===== src/hdl/assert_macros.svh =====
// assertion macros used by the top-level rtl file
`ifndef ASSERT_MACROS_SVH
`define ASSERT_MACROS_SVH

// same-cycle implication, checked out of reset
`define AST_SAME(lbl, clk, rst_n, ante, cons) \
    lbl: assert property (@(posedge clk) disable iff (!rst_n) (ante) |-> (cons)) \
        else $error("assertion failed");

// next-cycle implication, checked out of reset
`define AST_NEXT(lbl, clk, rst_n, ante, cons) \
    lbl: assert property (@(posedge clk) disable iff (!rst_n) (ante) |=> (cons)) \
        else $error("assertion failed");

`endif


===== src/hdl/aesr_pkg.sv =====
// shared types, register indexes and the aes s-box table for the encryption round
`default_nettype none

package aesr_pkg;

    localparam int BLOCK_W = 128;
    localparam int HALF_W  = 64;

    typedef logic [BLOCK_W-1:0] t_block;
    typedef logic [HALF_W-1:0]  t_half;
    typedef logic [0:0]         t_cfg_idx;

    // configuration register indexes
    localparam t_cfg_idx CFG_KEY_LOW  = 1'b0;
    localparam t_cfg_idx CFG_KEY_HIGH = 1'b1;

    localparam logic [7:0] GF_POLY = 8'h1b;

    localparam logic [7:0] SBOX [256] = '{
        8'h63, 8'h7c, 8'h77, 8'h7b, 8'hf2, 8'h6b, 8'h6f, 8'hc5,
        8'h30, 8'h01, 8'h67, 8'h2b, 8'hfe, 8'hd7, 8'hab, 8'h76,
        8'hca, 8'h82, 8'hc9, 8'h7d, 8'hfa, 8'h59, 8'h47, 8'hf0,
        8'had, 8'hd4, 8'ha2, 8'haf, 8'h9c, 8'ha4, 8'h72, 8'hc0,
        8'hb7, 8'hfd, 8'h93, 8'h26, 8'h36, 8'h3f, 8'hf7, 8'hcc,
        8'h34, 8'ha5, 8'he5, 8'hf1, 8'h71, 8'hd8, 8'h31, 8'h15,
        8'h04, 8'hc7, 8'h23, 8'hc3, 8'h18, 8'h96, 8'h05, 8'h9a,
        8'h07, 8'h12, 8'h80, 8'he2, 8'heb, 8'h27, 8'hb2, 8'h75,
        8'h09, 8'h83, 8'h2c, 8'h1a, 8'h1b, 8'h6e, 8'h5a, 8'ha0,
        8'h52, 8'h3b, 8'hd6, 8'hb3, 8'h29, 8'he3, 8'h2f, 8'h84,
        8'h53, 8'hd1, 8'h00, 8'hed, 8'h20, 8'hfc, 8'hb1, 8'h5b,
        8'h6a, 8'hcb, 8'hbe, 8'h39, 8'h4a, 8'h4c, 8'h58, 8'hcf,
        8'hd0, 8'hef, 8'haa, 8'hfb, 8'h43, 8'h4d, 8'h33, 8'h85,
        8'h45, 8'hf9, 8'h02, 8'h7f, 8'h50, 8'h3c, 8'h9f, 8'ha8,
        8'h51, 8'ha3, 8'h40, 8'h8f, 8'h92, 8'h9d, 8'h38, 8'hf5,
        8'hbc, 8'hb6, 8'hda, 8'h21, 8'h10, 8'hff, 8'hf3, 8'hd2,
        8'hcd, 8'h0c, 8'h13, 8'hec, 8'h5f, 8'h97, 8'h44, 8'h17,
        8'hc4, 8'ha7, 8'h7e, 8'h3d, 8'h64, 8'h5d, 8'h19, 8'h73,
        8'h60, 8'h81, 8'h4f, 8'hdc, 8'h22, 8'h2a, 8'h90, 8'h88,
        8'h46, 8'hee, 8'hb8, 8'h14, 8'hde, 8'h5e, 8'h0b, 8'hdb,
        8'he0, 8'h32, 8'h3a, 8'h0a, 8'h49, 8'h06, 8'h24, 8'h5c,
        8'hc2, 8'hd3, 8'hac, 8'h62, 8'h91, 8'h95, 8'he4, 8'h79,
        8'he7, 8'hc8, 8'h37, 8'h6d, 8'h8d, 8'hd5, 8'h4e, 8'ha9,
        8'h6c, 8'h56, 8'hf4, 8'hea, 8'h65, 8'h7a, 8'hae, 8'h08,
        8'hba, 8'h78, 8'h25, 8'h2e, 8'h1c, 8'ha6, 8'hb4, 8'hc6,
        8'he8, 8'hdd, 8'h74, 8'h1f, 8'h4b, 8'hbd, 8'h8b, 8'h8a,
        8'h70, 8'h3e, 8'hb5, 8'h66, 8'h48, 8'h03, 8'hf6, 8'h0e,
        8'h61, 8'h35, 8'h57, 8'hb9, 8'h86, 8'hc1, 8'h1d, 8'h9e,
        8'he1, 8'hf8, 8'h98, 8'h11, 8'h69, 8'hd9, 8'h8e, 8'h94,
        8'h9b, 8'h1e, 8'h87, 8'he9, 8'hce, 8'h55, 8'h28, 8'hdf,
        8'h8c, 8'ha1, 8'h89, 8'h0d, 8'hbf, 8'he6, 8'h42, 8'h68,
        8'h41, 8'h99, 8'h2d, 8'h0f, 8'hb0, 8'h54, 8'hbb, 8'h16
    };

    // multiply by x in gf(2^8)
    function automatic logic [7:0] gf_double(input logic [7:0] v);
        return {v[6:0], 1'b0} ^ (v[7] ? GF_POLY : 8'h00);
    endfunction

endpackage

`default_nettype wire


===== src/hdl/aesr_round.sv =====
// combinational aes encryption round: subbytes, shiftrows, mixcolumns, addroundkey
`default_nettype none

module aesr_round (
    input  wire aesr_pkg::t_block i_state,
    input  wire aesr_pkg::t_block i_key,
    output aesr_pkg::t_block      o_state
);
    import aesr_pkg::*;

    logic [7:0] w_sub [16];

    // subbytes with shiftrows folded in: row r of column c reads column c+r
    for (genvar c = 0; c < 4; c++) begin : g_col_sub
        for (genvar r = 0; r < 4; r++) begin : g_row_sub
            localparam int SRC = 4 * ((c + r) % 4) + r;
            assign w_sub[4*c+r] = SBOX[i_state[8*SRC +: 8]];
        end
    end

    for (genvar c = 0; c < 4; c++) begin : g_mix
        logic [7:0] a0, a1, a2, a3;
        logic [7:0] d0, d1, d2, d3;
        assign a0 = w_sub[4*c];
        assign a1 = w_sub[4*c+1];
        assign a2 = w_sub[4*c+2];
        assign a3 = w_sub[4*c+3];
        assign d0 = gf_double(a0);
        assign d1 = gf_double(a1);
        assign d2 = gf_double(a2);
        assign d3 = gf_double(a3);
        assign o_state[32*c    +: 8] = d0 ^ d1 ^ a1 ^ a2 ^ a3 ^ i_key[32*c    +: 8];
        assign o_state[32*c+8  +: 8] = a0 ^ d1 ^ d2 ^ a2 ^ a3 ^ i_key[32*c+8  +: 8];
        assign o_state[32*c+16 +: 8] = a0 ^ a1 ^ d2 ^ d3 ^ a3 ^ i_key[32*c+16 +: 8];
        assign o_state[32*c+24 +: 8] = d0 ^ a0 ^ a1 ^ a2 ^ d3 ^ i_key[32*c+24 +: 8];
    end

endmodule

`default_nettype wire


===== src/hdl/aes_encryption_round_top.sv =====
// top level of the single aes encryption round with stream ports and key registers
//
//  channel   dir  width  contents
//  s_axis    in   128    block word: block_low [63:0], block_high [127:64]
//  m_axis    out  128    result word: out_low [63:0], out_high [127:64]
//  cfg       in   64     key write: index 0 round_key_low, index 1 round_key_high
//
// one word per cycle sustained unless the output stalls; the result register drives valid
// the round is one pass of sbox tables and xor trees between the input and result registers
// synchronous active-low reset clears both valid flags and both key halves
// a stalled output holds its word; the input register still fills, then ready drops
`default_nettype none
`include "assert_macros.svh"

module aes_encryption_round_top (
    input  wire                     i_clk,
    input  wire                     i_rst_n,
    // block word: block_low [63:0], block_high [127:64]
    input  wire aesr_pkg::t_block   i_s_axis_tdata,
    input  wire                     i_s_axis_tvalid,
    output logic                    o_s_axis_tready,
    // result word: out_low [63:0], out_high [127:64]
    output aesr_pkg::t_block        o_m_axis_tdata,
    output logic                    o_m_axis_tvalid,
    input  wire                     i_m_axis_tready,
    // key write port
    input  wire                     i_cfg_we,
    input  wire aesr_pkg::t_cfg_idx i_cfg_index,
    input  wire aesr_pkg::t_half    i_cfg_wdata
);
    import aesr_pkg::*;

    // round key halves
    t_half  r_key_low, r_key_high;

    // input stage
    logic   r_in_valid, n_in_valid;
    t_block r_in_data;

    // result stage
    logic   r_out_valid, n_out_valid;
    t_block r_out_data;
    t_block w_round;

    logic   w_advance, w_in_fire, w_out_fire;

    // input stage moves on when the result slot is empty or being drained
    assign w_advance       = r_in_valid && (!r_out_valid || i_m_axis_tready);
    assign o_s_axis_tready = !r_in_valid || w_advance;
    assign w_in_fire       = i_s_axis_tvalid && o_s_axis_tready;
    assign w_out_fire      = r_out_valid && i_m_axis_tready;

    always_ff @(posedge i_clk) begin
        if (!i_rst_n) begin
            r_key_low  <= '0;
            r_key_high <= '0;
        end else if (i_cfg_we) begin
            unique case (i_cfg_index)
                CFG_KEY_LOW:  r_key_low  <= i_cfg_wdata;
                CFG_KEY_HIGH: r_key_high <= i_cfg_wdata;
            endcase
        end
    end

    always_comb begin
        n_in_valid = r_in_valid;
        if (w_in_fire) begin
            n_in_valid = 1'b1;
        end else if (w_advance) begin
            n_in_valid = 1'b0;
        end
        n_out_valid = r_out_valid;
        if (w_advance) begin
            n_out_valid = 1'b1;
        end else if (w_out_fire) begin
            n_out_valid = 1'b0;
        end
    end

    always_ff @(posedge i_clk) begin
        if (!i_rst_n) begin
            r_in_valid  <= 1'b0;
            r_out_valid <= 1'b0;
        end else begin
            r_in_valid  <= n_in_valid;
            r_out_valid <= n_out_valid;
        end
    end

    // payload registers, no reset
    always_ff @(posedge i_clk) begin
        if (w_in_fire) begin
            r_in_data <= i_s_axis_tdata;
        end
        if (w_advance) begin
            r_out_data <= w_round;
        end
    end

    aesr_round u_round (
        .i_state (r_in_data),
        .i_key   ({r_key_high, r_key_low}),
        .o_state (w_round)
    );

    assign o_m_axis_tdata  = r_out_data;
    assign o_m_axis_tvalid = r_out_valid;

    // a full pipe with a stalled output must refuse input
    `AST_SAME(a_full_blocks, i_clk, i_rst_n,
        r_in_valid && r_out_valid && !i_m_axis_tready, !o_s_axis_tready)
    // a word moved into the result stage is offered next cycle
    `AST_NEXT(a_adv_fills, i_clk, i_rst_n, w_advance, o_m_axis_tvalid)
    // a held input word is not dropped
    `AST_NEXT(a_in_kept, i_clk, i_rst_n, r_in_valid && !w_advance, r_in_valid)
    // a taken result with nothing behind it empties the stage
    `AST_NEXT(a_out_drain, i_clk, i_rst_n, w_out_fire && !w_advance, !o_m_axis_tvalid)

endmodule

`default_nettype wire


===== config.mk =====
export PLATFORM = sky130hd
export DESIGN_NAME = aes_encryption_round_top
export DESIGN_NICKNAME = d
export VERILOG_FILES = /design/src/hdl/aesr_pkg.sv /design/src/hdl/aesr_round.sv /design/src/hdl/aes_encryption_round_top.sv
export VERILOG_INCLUDE_DIRS = /design/src /design/src/hdl
export SDC_FILE = /design/constraint.sdc
export NUM_CORES = 2
export LEC_CHECK = 0
export ABC_AREA = 1
export BUFFER_PORTS_ARGS = -buffer_cell sky130_fd_sc_hd__buf_2
export CORE_AREA = 4 4 589 358
export CTS_BUF_LIST = sky130_fd_sc_hd__clkbuf_2
export CTS_CLUSTER_DIAMETER = 120
export DETAILED_ROUTE_END_ITERATION = 8
export DIE_AREA = 0 0 593 362
export PLACE_DENSITY = 0.5
export SKIP_CTS_REPAIR_TIMING = 1
export SLEW_MARGIN = 30
export SYNTH_ARGS = -nofsm -noshare
export SYNTH_HDL_FRONTEND = slang
export SYNTH_SLANG_ARGS = --single-unit

===== constraint.sdc =====
create_clock -name i_clk -period 8.37 [get_ports i_clk]
set_clock_uncertainty 0.1 [all_clocks]
set_input_delay 0.4185 -clock i_clk [delete_from_list [all_inputs] [get_ports i_clk]]
set_output_delay 0.4185 -clock i_clk [all_outputs]
set_load 0.05 [all_outputs]

==> results.toml <==
[sta]
finalHoldViolations = 0
rsz0062_at_grt = "no"
slew_headroom_pct = 25.4
worst_pin_slew_ns = 1.12
setup_tns_ns = 0
max_freq_ghz = 0.203
final.period_utilization_pct = 58.7
min_period_ns = 4.92
finalSetupViolCount = 0
slew_violations = 0

[routing]
wl_um = 452000
post_drt_via_cell_ratio = 6.03
drc = 0
drt_iter0_drc = 19747
drt-pass1-iter-count = 8
drt-wirelength-per-cell_um = 26.7
antenna_left = 0
vias = 102016

[logic_synthesis]
syn-instance-count = 13700
yosysMostFrequentCell = "nand2_1"
synth.yosys.seq_area_share_pct = 14.4
synthFlopType = "edfxtp_1"
synth_edf_count = 256
avgSynthCellArea_sq_um = 5.23
yosysTopAreaCell = "nand2_1"
ys_top_cells_by_count = "5439 x nand2_1, 2771 x nand3_1, 947 x nor2_1"
async_flop_share_pct = 0
yosys-top-cells-area = "nand2_1 29%, nand3_1 19%, edfxtp_1 11%"
yosysWarnings = 0
netlist.area_leader.share_pct = 28.5
synth_nets = 14150
ys_seq_elements = 386
synth_cell_types = 56
syn_area_sq_mm = 0.0716

[clocking]
cts_buffers = 111
clk_latency_ns = 1.62
cts.clk_slew.worst_paths_ns = 0.11
cts.sinks = 386
root_buffer = "clkbuf_2"
clockBufferDepth = 3
ctsHtreeMaxLevel = 3
cts_tree = "yes"

[placed_design]
gp_congestion = 1.09
numPortBuffers = 327
place_hpwl_um = 341000

[worst_setup_path]
critPathMaxStageDelay_ns = 0.72
path_delay_family = "simple AND/OR/NAND/NOR gates"
start_kind = "flop"
end_kind = "flop"
required_ns = 9.46
cp_cell_sequence = "buf_4 > inv_1 > ha_1 > inv_1 > nand2_1 > nor2_1 > o21ai_0 > nand2_1 > nand2_1 > nand2_1 > nand3_1 > nand3_1 > nand2_1 > xor2_1 > nor2_1 > o21bai_1 > nand2_1"
worst-setup-path-type = "flop to flop"
cp_data_arrival_time_ns = 6.00
path_buf_inv = 3
path_max_fanout = 16
cpMaxStageDelayCell = "nand2_1"
crit_top_cell = "nand2_1"

[global_route]
antenna_found_initial = 23
overflow = 0
grt_max_degree = 106
grt_util_all_layers_pct = 39.2
grt_pass1_vias = 86919
grt_pass1_wl_um = 632000

[die]
pin_count = 328
core_sq_mm = 0.205
die_h_um = 362
die_w_um = 593
start_util_pct = 34.9
die_area_sq_mm = 0.215
row_count = 129

[power]
ir_drop_uv = 106
power.leakage_nw = 41.7
p_per_area_mw_per_mm2 = 138

[run]
maxCapViolCount = 0

[layout]
drive_above_1_share_pct = 6.40
final_nets = 14499
final_util_pct = 39.3
area_growth_pct = 12.5

[run_status]
outcome = "finished, final reports clean"

[hold_path]
hp-class = "input pin to flop"
-- cell families (layout without fill, tap and decap cells) --
logic type | after synthesis | in the layout | share of synthesized area [%]
fa+ha+maj | 252 | 252 | 4.40
buf+inv | 1723 | 2169 | 10.2
xor+xnor | 154 | 154 | 1.95
other cells | 0 | 18 | 0
compound gates | 1728 | 1728 | 13.5
flops | 386 | 386 | 14.4
simple gates | 9457 | 9457 | 55.5
-- tightest hold or removal path, cell delays in order --
cell,delay (ns)
dlygate4sd3_1,0.55
buf_2,0.13
dlygate4sd3_1,0.58
-- metal layers --
metal	global-route usage, %	part of all wire [%]
met1	60.1	45
met2	46.1	35
met3	18.4	17
met4	10.9	3.2
met5	0.772	0.084
-- path summary, 6_finish.rpt --
check / from / end / slack, ns / cells after the start
hold reg to reg: r_key_high[54] / r_key_high[54] / 0.37 / 2
setup reg to reg: r_in_data[81] / o_m_axis_tdata[16] / 3.45 / 17
hold / removal: i_s_axis_tdata[109] / r_in_data[109] / 0.09 / 3
setup / recovery: r_in_data[81] / o_m_axis_tdata[16] / 3.45 / 17
-- registers in the layout (all words and copies together) (netlist names) --
signal and cells:
o_m_axis_tdata 128, r_in_data 128, r_key_high 64, r_key_low 64, o_m_axis_tvalid 1, r_in_valid 1
-- layout make-up --
cell class / count / area, sq um
clock buffer: 147 / 736
timing repair buffer: 1007 / 8050
inverter: 952 / 3600
tap: 2751 / 3440
clock inverter: 63 / 392
sequential: 386 / 10300
multi-input combinational: 11591 / 54000
antenna: 18 / 45.0
fill: 23604 / 125000
-- stage by stage --
step / area (sq um) / power (W) / hold slack, ns / setup WS (ns) / instances
2_1_floorplan: 71600 / 0.00664 / 0.344 / 0.850 / 13700
3_3_place_gp: 74300 / 0.00895 / 0.363 / 3.81 / 16182
3_5_place_dp: 74300 / 0.00882 / 0.359 / 3.92 / 16182
4_1_cts: 75400 / 0.0106 / -1.44 / 3.65 / 16392
5_1_grt: 80500 / 0.0117 / -0.0248 / 3.35 / 16905
6_report: 80600 / 0.0111 / 0.0932 / 3.45 / 16915
-- cell usage in the layout, fill, tap and decap left out, types with 5 or more instances in the layout --
master	n
a21oi_1	453
a22oi_1	13
a31oi_1	38
buf_2	326
buf_4	175
clkbuf_2	147
clkinv_1	49
clkinv_2	27
dfxtp_1	130
diode_2	18
dlygate4sd3_1	502
edfxtp_1	256
ha_1	252
inv_1	858
inv_2	67
inv_4	5
nand2_1	5438
nand2_2	83
nand3_1	2771
nand3b_1	56
nand4_1	62
nor2_1	946
nor2_2	29
nor3_1	41
o2111ai_1	7
o211ai_1	289
o21a_1	5
o21ai_0	792
o21ai_1	45
o221ai_1	8
o22ai_1	41
o31ai_1	14
or2_2	12
xnor2_1	44
xor2_1	104
-- power by group --
part,switching (W),internal [W],leakage (nW)
clock network,0.00112,0.000634,0.825
logic,0.00510,0.00180,37.3
registers,0.000178,0.00229,3.53
Power figures use the tool's default switching activity.
